$ cat config.mk
export PLATFORM = sky130hd
export DESIGN_NAME = stanley_steering_law_core
export DESIGN_NICKNAME = d
export VERILOG_FILES = /design/src/rtl/ssl_pkg.sv /design/src/rtl/ssl_apb_regs.sv /design/src/rtl/ssl_mul.sv /design/src/rtl/ssl_cordic.sv /design/src/rtl/stanley_steering_law_core.sv
export SDC_FILE = /design/constraint.sdc
export NUM_CORES = 2
export LEC_CHECK = 0
export ABC_AREA = 1
export BUFFER_PORTS_ARGS = -buffer_cell sky130_fd_sc_hd__buf_2
export CAP_MARGIN = 20
export CORE_MARGIN = 2
export CORE_UTILIZATION = 65
export DETAILED_ROUTE_END_ITERATION = 6
export GPL_TIMING_DRIVEN = 0
export MAX_ROUTING_LAYER = met4
export PLACE_DENSITY = 0.84
export SLEW_MARGIN = 10
export SYNTH_ARGS = -nofsm -noshare
export SYNTH_HDL_FRONTEND = slang
export SYNTH_SLANG_ARGS = --single-unit
$ cat constraint.sdc
create_clock -name aclk -period 12.05 [get_ports aclk]
set_input_delay 2.41 -clock aclk [delete_from_list [all_inputs] [get_ports aclk]]
set_output_delay 2.41 -clock aclk [all_outputs]
set_load 0.01 [all_outputs]
$ cat src/rtl/ssl_pkg.sv
// ssl_pkg: shared types, constants and the arctangent table of the steering law core
// used by every module under rtl/, no dependencies
`timescale 1ns / 1ps
`default_nettype none

package ssl_pkg;

    // field widths
    localparam int POS_W      = 24;
    localparam int HEAD_W     = 15;
    localparam int SPEED_W    = 24;
    localparam int GAIN_W     = 16;
    localparam int YAW_W      = 16;
    localparam int S_TDATA_W  = 200;
    localparam int M_TDATA_W  = 16;

    // shared multiplier operand width and product width
    localparam int MUL_W      = 25;
    localparam int PROD_W     = 2 * MUL_W;

    // cordic operand widths
    localparam int NUM_W      = 63;
    localparam int DEN_W      = 32;
    localparam int ANG_W      = 25;

    // apb register map
    localparam int APB_AW     = 4;
    localparam int APB_DW     = 32;
    localparam logic [1:0] REG_STEER_GAIN  = 2'd0;
    localparam logic [1:0] REG_STOP_SPEED  = 2'd1;
    localparam logic [1:0] REG_FLOOR_SPEED = 2'd2;

    localparam logic [GAIN_W-1:0]  STEER_GAIN_RST  = 16'd256;
    localparam logic [SPEED_W-1:0] STOP_SPEED_RST  = 24'd7;
    localparam logic [SPEED_W-1:0] FLOOR_SPEED_RST = 24'd66;

    localparam int CORDIC_STEPS_DEF = 16;
    localparam int ATAN_IDX_W       = 5;

    typedef struct packed {
        logic [GAIN_W-1:0]  steer_gain;
        logic [SPEED_W-1:0] stop_speed;
        logic [SPEED_W-1:0] floor_speed;
    } cfg_t;

    // atan(2^-i) in q.24 radians
    function automatic logic [23:0] atan_lut(input logic [ATAN_IDX_W-1:0] idx);
        logic [23:0] v;
        case (idx)
            5'd0:    v = 24'd13176795;
            5'd1:    v = 24'd7778716;
            5'd2:    v = 24'd4110060;
            5'd3:    v = 24'd2086331;
            5'd4:    v = 24'd1047214;
            5'd5:    v = 24'd524117;
            5'd6:    v = 24'd262123;
            5'd7:    v = 24'd131069;
            5'd8:    v = 24'd65536;
            5'd9:    v = 24'd32768;
            5'd10:   v = 24'd16384;
            5'd11:   v = 24'd8192;
            5'd12:   v = 24'd4096;
            5'd13:   v = 24'd2048;
            5'd14:   v = 24'd1024;
            5'd15:   v = 24'd512;
            5'd16:   v = 24'd256;
            5'd17:   v = 24'd128;
            5'd18:   v = 24'd64;
            5'd19:   v = 24'd32;
            5'd20:   v = 24'd16;
            5'd21:   v = 24'd8;
            5'd22:   v = 24'd4;
            5'd23:   v = 24'd2;
            default: v = 24'd0;
        endcase
        return v;
    endfunction

endpackage

`default_nettype wire

$ cat src/rtl/ssl_apb_regs.sv
// ssl_apb_regs: apb configuration registers of the steering law core
// depends on ssl_pkg
`timescale 1ns / 1ps
`default_nettype none

module ssl_apb_regs (
    input  wire logic                          aclk,
    input  wire logic                          aresetn,
    input  wire logic                          psel,
    input  wire logic                          penable,
    input  wire logic                          pwrite,
    input  wire logic [ssl_pkg::APB_AW-1:0]    paddr,
    input  wire logic [ssl_pkg::APB_DW-1:0]    pwdata,
    output logic      [ssl_pkg::APB_DW-1:0]    prdata,
    output logic                               pready,
    output ssl_pkg::cfg_t                      cfg
);

    ssl_pkg::cfg_t cfg_reg;
    logic          wr_en;
    logic [1:0]    idx;

    assign pready = 1'b1;
    assign idx    = paddr[3:2];
    assign wr_en  = psel & penable & pwrite & pready;
    assign cfg    = cfg_reg;

    always_ff @(posedge aclk) begin
        if (!aresetn) begin
            cfg_reg.steer_gain  <= ssl_pkg::STEER_GAIN_RST;
            cfg_reg.stop_speed  <= ssl_pkg::STOP_SPEED_RST;
            cfg_reg.floor_speed <= ssl_pkg::FLOOR_SPEED_RST;
        end else if (wr_en) begin
            case (idx)
                ssl_pkg::REG_STEER_GAIN:  cfg_reg.steer_gain  <= pwdata[ssl_pkg::GAIN_W-1:0];
                ssl_pkg::REG_STOP_SPEED:  cfg_reg.stop_speed  <= pwdata[ssl_pkg::SPEED_W-1:0];
                ssl_pkg::REG_FLOOR_SPEED: cfg_reg.floor_speed <= pwdata[ssl_pkg::SPEED_W-1:0];
                default: ;
            endcase
        end
    end

    always_comb begin
        case (idx)
            ssl_pkg::REG_STEER_GAIN:  prdata = {16'd0, cfg_reg.steer_gain};
            ssl_pkg::REG_STOP_SPEED:  prdata = {8'd0, cfg_reg.stop_speed};
            ssl_pkg::REG_FLOOR_SPEED: prdata = {8'd0, cfg_reg.floor_speed};
            default:                  prdata = '0;
        endcase
    end

endmodule

`default_nettype wire

$ cat src/rtl/ssl_mul.sv
// ssl_mul: shared signed 25x25 multiplier with registered product
// depends on ssl_pkg
`timescale 1ns / 1ps
`default_nettype none

module ssl_mul (
    input  wire logic                               aclk,
    input  wire logic                               en,
    input  wire logic signed [ssl_pkg::MUL_W-1:0]   a,
    input  wire logic signed [ssl_pkg::MUL_W-1:0]   b,
    output logic signed      [ssl_pkg::PROD_W-1:0]  p
);

    logic signed [ssl_pkg::PROD_W-1:0] p_reg;

    always_ff @(posedge aclk) begin
        if (en) begin
            p_reg <= a * b;
        end
    end

    assign p = p_reg;

endmodule

`default_nettype wire

$ cat src/rtl/ssl_cordic.sv
// ssl_cordic: iterative atan2 for nonnegative operands, result in q.24 radians
// normalizes the operand pair, then runs one vectoring step per cycle; depends on ssl_pkg
`timescale 1ns / 1ps
`default_nettype none

module ssl_cordic #(
    parameter int CORDIC_STEPS = ssl_pkg::CORDIC_STEPS_DEF
) (
    input  wire logic                         aclk,
    input  wire logic                         aresetn,
    input  wire logic                         start,
    input  wire logic [ssl_pkg::NUM_W-1:0]    num,
    input  wire logic [ssl_pkg::DEN_W-1:0]    den,
    output logic                              done,
    output logic      [ssl_pkg::ANG_W-1:0]    angle
);

    localparam int IW = $clog2(CORDIC_STEPS);
    localparam int XW = 34;
    localparam int ZW = 27;

    typedef enum logic [3:0] {
        C_IDLE = 4'b0001,
        C_RSH  = 4'b0010,
        C_LSH  = 4'b0100,
        C_ITER = 4'b1000
    } cst_t;

    cst_t state_reg, state_next;
    logic done_reg, done_next;

    logic [ssl_pkg::NUM_W-1:0] ny_reg, ny_next;
    logic [ssl_pkg::DEN_W-1:0] nx_reg, nx_next;
    logic signed [XW-1:0]      x_reg, x_next, y_reg, y_next;
    logic signed [ZW-1:0]      z_reg, z_next;
    logic [IW-1:0]             i_reg, i_next;
    logic [ssl_pkg::ANG_W-1:0] ang_reg, ang_next;

    logic signed [XW-1:0]      dx, dy;
    logic signed [ZW-1:0]      step_ang;
    logic signed [XW-1:0]      x_it, y_it;
    logic signed [ZW-1:0]      z_it;

    assign dx       = y_reg >>> i_reg;
    assign dy       = x_reg >>> i_reg;
    assign step_ang = ZW'({3'b000,
                           ssl_pkg::atan_lut(ssl_pkg::ATAN_IDX_W'(i_reg))});

    always_comb begin
        if (y_reg > 0) begin
            x_it = x_reg + dx;
            y_it = y_reg - dy;
            z_it = z_reg + step_ang;
        end else begin
            x_it = x_reg - dx;
            y_it = y_reg + dy;
            z_it = z_reg - step_ang;
        end
    end

    always_comb begin
        state_next = state_reg;
        done_next  = 1'b0;
        ny_next    = ny_reg;
        nx_next    = nx_reg;
        x_next     = x_reg;
        y_next     = y_reg;
        z_next     = z_reg;
        i_next     = i_reg;
        ang_next   = ang_reg;
        case (state_reg)
            C_IDLE: begin
                if (start) begin
                    ny_next    = num;
                    nx_next    = den;
                    state_next = C_RSH;
                end
            end
            C_RSH: begin
                // shrink both until they fit 30 bits, eight bits at a time while safe
                if (|ny_reg[62:38]) begin
                    ny_next = ny_reg >> 8;
                    nx_next = nx_reg >> 8;
                end else if ((|ny_reg[62:30]) || (|nx_reg[31:30])) begin
                    ny_next = ny_reg >> 1;
                    nx_next = nx_reg >> 1;
                end else if (ny_reg == '0) begin
                    ang_next   = '0;
                    done_next  = 1'b1;
                    state_next = C_IDLE;
                end else begin
                    state_next = C_LSH;
                end
            end
            C_LSH: begin
                // grow until the larger one reaches bit 29
                if ((ny_reg[29:21] == '0) && (nx_reg[29:21] == '0)) begin
                    ny_next = ny_reg << 8;
                    nx_next = nx_reg << 8;
                end else if (!ny_reg[29] && !nx_reg[29]) begin
                    ny_next = ny_reg << 1;
                    nx_next = nx_reg << 1;
                end else begin
                    x_next     = XW'({4'b0000, nx_reg[29:0]});
                    y_next     = XW'({4'b0000, ny_reg[29:0]});
                    z_next     = '0;
                    i_next     = '0;
                    state_next = C_ITER;
                end
            end
            C_ITER: begin
                x_next = x_it;
                y_next = y_it;
                z_next = z_it;
                if (i_reg == IW'(CORDIC_STEPS - 1)) begin
                    ang_next   = z_it[ZW-1] ? '0 : z_it[ssl_pkg::ANG_W-1:0];
                    done_next  = 1'b1;
                    state_next = C_IDLE;
                end else begin
                    i_next = i_reg + 1'b1;
                end
            end
            default: state_next = C_IDLE;
        endcase
    end

    always_ff @(posedge aclk) begin
        if (!aresetn) begin
            state_reg <= C_IDLE;
            done_reg  <= 1'b0;
        end else begin
            state_reg <= state_next;
            done_reg  <= done_next;
        end
    end

    always_ff @(posedge aclk) begin
        ny_reg  <= ny_next;
        nx_reg  <= nx_next;
        x_reg   <= x_next;
        y_reg   <= y_next;
        z_reg   <= z_next;
        i_reg   <= i_next;
        ang_reg <= ang_next;
    end

    assign done  = done_reg;
    assign angle = ang_reg;

endmodule

`default_nettype wire

$ cat src/rtl/stanley_steering_law_core.sv
// stanley_steering_law_core: stanley lateral steering law, top level and sequencer
// depends on ssl_pkg, ssl_apb_regs, ssl_mul, ssl_cordic
`timescale 1ns / 1ps
`default_nettype none

// channel   dir   bus                       what moves
// s_        in    tvalid/tready/tdata/tuser  one waypoint/pose/speed word
// m_        out   tvalid/tready/tdata/tuser  one yaw command word
// apb       in    psel/penable/pwrite/...    steer_gain, stop_speed, floor_speed
//
// a word below stop_speed is answered in the cycle after it is accepted, with the held heading error
// a moving word runs through the sequencer states, the cordic normalize (its length set by the
// operand magnitudes) and the CORDIC_STEPS vectoring steps; a zero numerator skips the steps
// s_tready is high only when the sequencer is idle and the output register is free
// or being emptied, so one word at a time; m_ stalls hold the result register
// synchronous reset clears the sequencer, m_tvalid and the held heading error, and loads the config defaults

module stanley_steering_law_core #(
    parameter int CORDIC_STEPS = ssl_pkg::CORDIC_STEPS_DEF
) (
    input  wire logic                              aclk,
    input  wire logic                              aresetn,
    // s_tdata, from bit 0: pos_x, pos_y, goal_x, goal_y, start_x, start_y,
    // heading_goal, heading_now, speed, zero pad
    input  wire logic                              s_tvalid,
    output logic                                   s_tready,
    input  wire logic [ssl_pkg::S_TDATA_W-1:0]     s_tdata,
    input  wire logic                              s_tuser,      // start_valid
    output logic                                   m_tvalid,
    input  wire logic                              m_tready,
    output logic      [ssl_pkg::M_TDATA_W-1:0]     m_tdata,      // steer_yaw
    output logic                                   m_tuser,      // held
    input  wire logic                              psel,
    input  wire logic                              penable,
    input  wire logic                              pwrite,
    input  wire logic [ssl_pkg::APB_AW-1:0]        paddr,
    input  wire logic [ssl_pkg::APB_DW-1:0]        pwdata,
    output logic      [ssl_pkg::APB_DW-1:0]        prdata,
    output logic                                   pready
);

    localparam int MW = ssl_pkg::MUL_W;
    localparam int PW = ssl_pkg::PROD_W;
    localparam int CW = PW + 1;

    typedef enum logic [12:0] {
        ST_IDLE   = 13'b0000000000001,
        ST_MUL_A  = 13'b0000000000010,
        ST_MUL_B  = 13'b0000000000100,
        ST_CT     = 13'b0000000001000,
        ST_ABS    = 13'b0000000010000,
        ST_NRM    = 13'b0000000100000,
        ST_MUL_LO = 13'b0000001000000,
        ST_MUL_HI = 13'b0000010000000,
        ST_SUM    = 13'b0000100000000,
        ST_CST    = 13'b0001000000000,
        ST_CWT    = 13'b0010000000000,
        ST_RND    = 13'b0100000000000,
        ST_OUT    = 13'b1000000000000
    } st_t;

    st_t state_reg, state_next;

    ssl_pkg::cfg_t cfg;

    // input word fields
    logic signed [ssl_pkg::POS_W-1:0]  px, py, gx, gy, sx, sy, sx_eff, sy_eff;
    logic signed [ssl_pkg::HEAD_W-1:0] hg, hn;
    logic [ssl_pkg::SPEED_W-1:0]       spd, spd_max;
    logic                              s_acc, stopped;
    logic signed [ssl_pkg::YAW_W-1:0]  herr;

    // working registers
    logic signed [MW-1:0]              dx1_reg, dy2_reg, dy1_reg, dx2_reg;
    logic signed [ssl_pkg::YAW_W-1:0]  herr_reg, last_err_reg;
    logic [ssl_pkg::DEN_W-1:0]         den_reg;
    logic signed [CW-1:0]              ct_reg;
    logic                              neg_reg;
    logic [PW-1:0]                     mag_reg;
    logic [46:0]                       uy_reg;
    logic [ssl_pkg::DEN_W-1:0]         ux_reg;
    logic [ssl_pkg::NUM_W-1:0]         num_reg;
    logic [ssl_pkg::ANG_W-1:0]         cang_reg;
    logic signed [14:0]                ang_reg;

    // output register
    logic                              m_valid_reg;
    logic [ssl_pkg::YAW_W-1:0]         m_data_reg;
    logic                              m_user_reg;
    logic                              out_free;

    // shared multiplier
    logic                              mul_en;
    logic signed [MW-1:0]              mul_a, mul_b;
    logic signed [PW-1:0]              mul_p;

    // cordic
    logic                              c_start, c_done;
    logic [ssl_pkg::ANG_W-1:0]         c_angle;

    logic [1:0]                        sh;
    logic [25:0]                       rnd_sum;
    logic signed [14:0]                rnd_mag;
    logic signed [16:0]                cmd;
    logic signed [ssl_pkg::YAW_W-1:0]  cmd_sat;

    ssl_apb_regs u_regs (
        .aclk    (aclk),
        .aresetn (aresetn),
        .psel    (psel),
        .penable (penable),
        .pwrite  (pwrite),
        .paddr   (paddr),
        .pwdata  (pwdata),
        .prdata  (prdata),
        .pready  (pready),
        .cfg     (cfg)
    );

    ssl_mul u_mul (
        .aclk (aclk),
        .en   (mul_en),
        .a    (mul_a),
        .b    (mul_b),
        .p    (mul_p)
    );

    ssl_cordic #(
        .CORDIC_STEPS (CORDIC_STEPS)
    ) u_cordic (
        .aclk    (aclk),
        .aresetn (aresetn),
        .start   (c_start),
        .num     (num_reg),
        .den     (ux_reg),
        .done    (c_done),
        .angle   (c_angle)
    );

    // unpack the input word
    assign px  = s_tdata[23:0];
    assign py  = s_tdata[47:24];
    assign gx  = s_tdata[71:48];
    assign gy  = s_tdata[95:72];
    assign sx  = s_tdata[119:96];
    assign sy  = s_tdata[143:120];
    assign hg  = s_tdata[158:144];
    assign hn  = s_tdata[173:159];
    assign spd = s_tdata[197:174];

    // without a previous waypoint the vehicle position stands in for it
    assign sx_eff  = s_tuser ? sx : px;
    assign sy_eff  = s_tuser ? sy : py;
    assign herr    = ssl_pkg::YAW_W'(hg) - ssl_pkg::YAW_W'(hn);
    assign spd_max = (spd > cfg.floor_speed) ? spd : cfg.floor_speed;
    assign stopped = spd < cfg.stop_speed;

    assign out_free = !m_valid_reg || m_tready;
    assign s_tready = (state_reg == ST_IDLE) && out_free;
    assign s_acc    = s_tvalid && s_tready;

    // multiplier operand select: two cross-product terms, then gain times |ct|
    always_comb begin
        mul_en = 1'b0;
        mul_a  = dx1_reg;
        mul_b  = dy2_reg;
        case (state_reg)
            ST_MUL_A: begin
                mul_en = 1'b1;
            end
            ST_MUL_B: begin
                mul_en = 1'b1;
                mul_a  = dy1_reg;
                mul_b  = dx2_reg;
            end
            ST_MUL_LO: begin
                mul_en = 1'b1;
                mul_a  = {1'b0, uy_reg[23:0]};
                mul_b  = MW'({1'b0, cfg.steer_gain});
            end
            ST_MUL_HI: begin
                mul_en = 1'b1;
                mul_a  = {2'b00, uy_reg[46:24]};
                mul_b  = MW'({1'b0, cfg.steer_gain});
            end
            default: ;
        endcase
    end

    assign c_start = (state_reg == ST_CST);

    // pre-scale |ct| below 2^47, the speed term by the same amount
    assign sh = mag_reg[49] ? 2'd3 : mag_reg[48] ? 2'd2 : mag_reg[47] ? 2'd1 : 2'd0;

    // round the cordic angle to q3.12 and give it the sign of ct
    assign rnd_sum = {1'b0, cang_reg} + 26'd2048;
    assign rnd_mag = {1'b0, rnd_sum[25:12]};

    // final sum and saturation
    assign cmd     = 17'(herr_reg) + 17'(ang_reg);
    assign cmd_sat = (cmd > 17'sd32767)  ? 16'sd32767 :
                     (cmd < -17'sd32768) ? -16'sd32768 : cmd[15:0];

    always_comb begin
        state_next = state_reg;
        case (state_reg)
            ST_IDLE:   if (s_acc && !stopped) state_next = ST_MUL_A;
            ST_MUL_A:  state_next = ST_MUL_B;
            ST_MUL_B:  state_next = ST_CT;
            ST_CT:     state_next = ST_ABS;
            ST_ABS:    state_next = ST_NRM;
            ST_NRM:    state_next = ST_MUL_LO;
            ST_MUL_LO: state_next = ST_MUL_HI;
            ST_MUL_HI: state_next = ST_SUM;
            ST_SUM:    state_next = ST_CST;
            ST_CST:    state_next = ST_CWT;
            ST_CWT:    if (c_done) state_next = ST_RND;
            ST_RND:    state_next = ST_OUT;
            ST_OUT:    if (out_free) state_next = ST_IDLE;
            default:   state_next = ST_IDLE;
        endcase
    end

    // control state
    always_ff @(posedge aclk) begin
        if (!aresetn) begin
            state_reg    <= ST_IDLE;
            m_valid_reg  <= 1'b0;
            last_err_reg <= '0;
        end else begin
            state_reg <= state_next;
            if (s_acc && !stopped) begin
                last_err_reg <= herr;
            end
            if (s_acc && stopped) begin
                m_valid_reg <= 1'b1;
            end else if ((state_reg == ST_OUT) && out_free) begin
                m_valid_reg <= 1'b1;
            end else if (m_tready) begin
                m_valid_reg <= 1'b0;
            end
        end
    end

    // datapath registers
    always_ff @(posedge aclk) begin
        if (s_acc) begin
            dx1_reg  <= MW'(gx) - MW'(px);
            dy2_reg  <= MW'(gy) - MW'(sy_eff);
            dy1_reg  <= MW'(gy) - MW'(py);
            dx2_reg  <= MW'(gx) - MW'(sx_eff);
            herr_reg <= herr;
            den_reg  <= {spd_max, 8'd0};
        end
        if (s_acc && stopped) begin
            // stopped: repeat the last heading error
            m_data_reg <= last_err_reg;
            m_user_reg <= 1'b1;
        end else if ((state_reg == ST_OUT) && out_free) begin
            m_data_reg <= cmd_sat;
            m_user_reg <= 1'b0;
        end
        case (state_reg)
            ST_MUL_B: ct_reg <= CW'(mul_p);
            ST_CT:    ct_reg <= ct_reg - CW'(mul_p);
            ST_ABS: begin
                neg_reg <= ct_reg[CW-1];
                mag_reg <= ct_reg[CW-1] ? PW'(-ct_reg) : ct_reg[PW-1:0];
            end
            ST_NRM: begin
                uy_reg <= 47'(mag_reg >> sh);
                ux_reg <= den_reg >> sh;
            end
            ST_MUL_HI: num_reg <= {23'd0, mul_p[39:0]};
            ST_SUM:    num_reg <= {mul_p[38:0], 24'd0} + num_reg;
            ST_CWT:    if (c_done) cang_reg <= c_angle;
            ST_RND:    ang_reg <= neg_reg ? -rnd_mag : rnd_mag;
            default: ;
        endcase
    end

    assign m_tvalid = m_valid_reg;
    assign m_tdata  = m_data_reg;
    assign m_tuser  = m_user_reg;

endmodule

`default_nettype wire
After elaboration in Yosys (flattened, before gate mapping)
Memories as Yosys holds them, arrays and structs flattened. A register that Yosys moved wholly into a read port is not among the register bits.
Cells that the tools add are included.
- add/subtract/negate cells: 18
- $mul: 1
- div/mod/pow operators: 0
- order comparisons: 5
- equality and inequality tests: 33
- shift-type cells: 4
- multiplexer cells: 73
- bitwise gates (word level): 2
- reduce and logical (&&, ||, !) cells: 39
- operators with widths (kind ; number):
    63-bit two-way mux ; 5
    34-bit two-way mux ; 6
    63-bit case mux with 3 select lines ; 1
    13-bit case mux with 13 select lines ; 1
    32-bit two-way mux ; 5
    34-bit case mux with 2 select lines ; 2
    63-bit case mux with 2 select lines ; 1
    25-bit two-way mux ; 5
    51-bit case mux with 2 select lines ; 1
    25-bit case mux with 2 select lines ; 2
    24-bit by 24-bit subtractor with 25-bit output ; 4
    32-bit case mux with 3 select lines ; 1
    27-bit two-way mux ; 3
    25-bit case mux with 3 select lines ; 1
    24-bit two-way mux ; 3
    24-bit case mux with 3 select lines ; 1
    34-bit adder ; 2
    34-bit by 4-bit >>> shifter with 34-bit output ; 2
    34-bit subtractor ; 2
    16-bit two-way mux ; 4
    63-bit adder ; 1
    63-bit logical NOT ; 1
    27-bit case mux with 2 select lines ; 1
    51-bit by 50-bit subtractor with 51-bit output ; 1
    other kinds (65) ; 119
- flip-flop bits (word level): 809
- latch bits: 0
- bits in writable memories: 0
- bits in read-only memories: 384
- bits of input ports: 244
- output and inout bits: 52
- logic and storage cells: 209
- memories: 1
- memory list (name ; depth ; bits a word ; read ports ; clocked after memory_dff ; wr ports ; RTL line ; RTL):
    (name not given) ; 16 ; 24 ; 1 ; 1 ; 0 ; ssl_pkg.sv:49 ; case (idx)

Logic depth before layout (Yosys ltp)
- word-level depth: 7
- mapped depth: 41

Hierarchy
Synthesis repeated with hierarchy kept, for this count alone.
- cells, all modules: 11857
- area, all modules: 87485.2 um2
- modules (own cells, without submodules) (module ; times used ; cells each ; area an instance (um2)):
    stanley_steering_law_core ; 1 ; 4738 ; 35292.6
    ssl_mul ; 1 ; 3439 ; 26774.4
    ssl_cordic ; 1 ; 3196 ; 22306.4
    ssl_apb_regs ; 1 ; 484 ; 3111.7

Worst setup path before layout
No wires, ideal clock.
- path type: register to register
- start point: register state_reg[8]
- end point: register u_mul.p_reg (netlist bit u_mul.p[46]) (data pin)
- setup time: 0.260 ns
- arrival time: 8.308 ns
- path slack: 3.482 ns
- cell stages (with the launch flop): 30
- clock period less this slack: 8.568 ns
- cells stage by stage: dfxtp_1 > nor2_1 > nand2_1 > nor2_4 > nand3_2 > nor2_2 > nor2_1 > inv_2 > buf_2 > a22oi_1 > nand2_1 > inv_2 > nor2_1 > fa_1 > fa_1 > inv_1 > fa_1 > inv_1 > fa_1 > fa_1 > fa_1 > fa_1 > ha_1 > nand2_1 > nor2_1 > inv_1 > nor4_1 > or3b_2 > nand3_1 > xor2_1
- longest elaborated chain between the ends: 4
- elaborated cells between the ends (all ways): 7
- RTL lines (what ; RTL line ; RTL):
    start: declaration ; stanley_steering_law_core.sv:62 ; st_t state_reg, state_next;
    start signal: assignment ; stanley_steering_law_core.sv:231 ; state_reg <= state_next;
    13-bit by 8-bit equality test with 1-bit output or 13-bit by 7-bit equality test with 1-bit output (tied branches) ; stanley_steering_law_core.sv:167 ; case (state_reg)
    2-bit OR reduction (no source line) ; - ;
    25-bit case mux with 2 select lines ; stanley_steering_law_core.sv:167 ;
    25-bit by 25-bit multiplier with 50-bit output * ; ssl_mul.sv:18 ; p_reg <= a * b;
    end signal: assignment ; ssl_mul.sv:18 ;
    end: declaration ; ssl_mul.sv:14 ; logic signed [ssl_pkg::PROD_W-1:0] p_reg;
Mark *: on every way between the ends. The rest lies on a longest branch, timed or not.
A chain may end at the register's enable or synchronous reset.

Final worst setup path
- start point: register state_reg[10]
- end point: register u_mul.p_reg (netlist bit u_mul.p[46]) (data pin)
The elaborated chain is that of the path after synthesis.

==> results.toml <==
[logic_synthesis]
synth_top_area_cell = "edfxtp_1"
synthCells = 10300
yosys_warnings = 0
avgSynthCellArea_sq_um = 7.94
yosys-top-cells-area = "edfxtp_1 (25%), fa_1 (16%), nand2_1 (9.6%)"
synth_area_sq_mm = 0.0816
synth_edf_count = 682
yosysTopAreaCellShare_pct = 25.1
ys.flop_type = "edfxtp_1"
synth.distinct_cells = 68
ys_ff_latch = 805
ys_seq_area_share_pct = 28.1
synthArstFlopShare_pct = 0

[clock_network]
hold_buffers = 0
root_buffer = "clkbuf_16"
cts_tree = "yes"
cts.clk_slew.worst_paths_ns = 0.08
clk-insertion-delay-late_ns = 0.75
cts_resized = 0
post_cts.repair.setup_buffers = 0
htree_levels = 3
cts.sinks = 805
cts_buffer_depth = 3
numCtsBuffers = 86

[global_routing]
grt_pass1_vias = 79900
grt_usage_pct = 51.4
grt_max_degree = 101
grt_pass1_wl_mm = 477
antenna_found_initial = 17
grt.overflow.total = 0

[timing]
rsz0062_at_grt = "false"
tightestPinTransition_ns = 1.37
min_period_over_period_pct = 95.3
hold_ws_ns = 0.422
skew_ns = 0.0825
timing.setup.tns_ns = 0
slew_headroom_pct = 7.54
drv_slew = 0
setup_viol = 0
hold_viol_final = 0
fmax_ghz = 0.0871
fin_crit_ns = 11.49

[routing]
top_layer = "met4"
post-route-drc-count = 178
firstDrtPassIters = 7
routed-wl-met3_mm = 37.2
wl_met1_mm = 102
drt_iter0_markers = 10900
ant_nets = 0
avgRoutedWirePerCell_microns = 25.8
viasPerCell = 6.46
wl_met2_mm = 142
routed_wl_mm = 320
vias = 80100

[worst_setup_path]
cp-startpoint = "state_reg[10]"
crit_top_cell = "fa_1"
start_kind = "flop"
crit_arrival_ns = 11.94
reg2reg_from = "state_reg[10]"
endpoint_kind = "flop"
cp_data_required_time_ns = 12.50
cp_max_fo = 26
worst-setup-path-type = "flop to flop"
reg2reg_depth = 30
endpoint = "u_mul.p[46]"
r2r-end = "u_mul.p[46]"
r2r_setup_slack_ns = 0.56
critPathSlowestCell = "fa_1"
critPathMaxStageDelay_ns = 0.90

[floorplan]
start_util_pct = 65.7
die_y_microns = 358
rows = 129
die-area_sq_mm = 0.128
coreArea_sq_mm = 0.124
die_w_microns = 358
ios = 296

[min_path]
hold_class = "flop to flop"

[placed_design]
place_congestion = 1.15
dpl_cell_area_sq_mm = 0.0854
io_buffer_count = 272
hpwl_mm = 253

[finish]
layout-drive-gt1-share_pct = 6.94
largest_reg_flops = 64
nNetsFinal = 12100
finish.instance_area_sq_mm = 0.0885
areaGrowthSynthToFinish_pct = 8.45

[run]
cap_violations = 0

[run_status]
violations = "DRC"
status = "complete, but fails checks"
## final cells by class
cell class              instances  area, sq um
clock inverters                54          742
diodes                         18         45.0
well taps                    1637         2050
repair buffers                297         1710
clock buffers                 103         2250
inverters                    1620         6090
fillers                      9586        35700
multi-input cells            7514        51000
flip-flops and latches        805        22900
plain buffers                 347         1650
## cells in the mapped netlist, drive strengths merged (17+ instances only)
library cell	instances
o2111ai	52
xor2	239
dfxtp	123
nand2	2096
a22oi	35
edfxtp	682
o221ai	29
o21bai	24
o22ai	22
nand3	611
a21o	54
nand4	94
fa	669
a21boi	23
ha	508
or2	36
mux2i	44
o21ai	744
o21a	25
xnor2	147
buf	195
nor3	93
clkbuf	152
nor2	1048
a31oi	48
a21oi	642
o211ai	63
nand3b	17
nor4	72
inv	1617
## cell usage in the layout (no fill, tap or decap), types with 17 or more instances in the layout
master	n
inv_1	1576
diode_2	18
xnor2_1	147
o221ai_1	29
nand4_1	94
or2_2	36
dfxtp_1	123
a31oi_1	48
inv_2	38
fa_1	669
a21o_1	54
o2111ai_1	52
clkbuf_16	87
o21ai_1	43
buf_1	26
mux2i_1	44
nand3b_1	17
a22oi_1	28
a21boi_0	21
o21a_1	25
nand2_1	2086
nor2_1	1032
o21bai_1	24
ha_1	508
clkbuf_1	165
nand3_1	608
buf_2	408
edfxtp_1	682
xor2_1	239
o21ai_0	686
buf_4	34
a21oi_1	640
nor3_1	86
o211ai_1	63
o22ai_1	22
nor4_1	68
## critical path: cells and delay by family (launching register included)
family / cells / cell delay (ns)
adders and majority gates: 8 / 4.87
and+or+nand+nor: 13 / 3.54
buffers and inverters: 7 / 1.60
AOI/OAI and AO/OA: 1 / 0.75
DFF: 1 / 0.33
xor gates and xnor gates: 1 / 0.06
## stage by stage
| step | std cells | setup WS (ns) | util [%] |
|---|---|---|---|
| after global routing | 12400 | 0.416 | 71.3 |
| after detailed placement | 12200 | 1.27 | 68.8 |
| after floorplan | 10300 | 3.48 | - |
| after global placement | 12200 | 1.12 | 68.5 |
| final | 12400 | 0.564 | 71.3 |
| after CTS | 12400 | 1.17 | 71.2 |
## routing by layer
| metal | vias up | GRT usage (%) |
|---|---|---|
| li1 | 34500 | - |
| met1 | 37000 | 54.4 |
| met2 | 6436 | 78.4 |
| met3 | 2179 | 13.7 |
| met4 | 0 | 47.6 |
| met5 | - | - |
## worst min path at each step
stage                            start      endpoint  slack [ns]  cells past startpoint
finish              u_cordic.angle[24]  cang_reg[24]        0.42                      0
global placement    u_cordic.angle[22]  cang_reg[22]        0.41                      0
detailed placement  u_cordic.angle[19]  cang_reg[19]        0.40                      0
CTS                 u_cordic.angle[24]  cang_reg[24]        0.43                      0
floorplan           u_cordic.angle[11]  cang_reg[11]        0.40                      0
global route        u_cordic.angle[24]  cang_reg[24]        0.44                      0
## kinds of logic after synthesis
logic type,after synthesis,share of synthesized area [%]
buffers and inverters,1967,9.47
other,2,0.00921
XOR/XNOR,387,4.17
flip-flops,805,28.1
multiplexers,46,0.567
AO/OA/AOI/OAI,1808,12.6
AND/OR/NAND/NOR,4087,20.8
adder cells (fa/ha/maj),1177,24.2
Power is left out: the tool's default activity adds up to more than one toggle a clock period on the data nets, which glitch-free logic cannot reach.
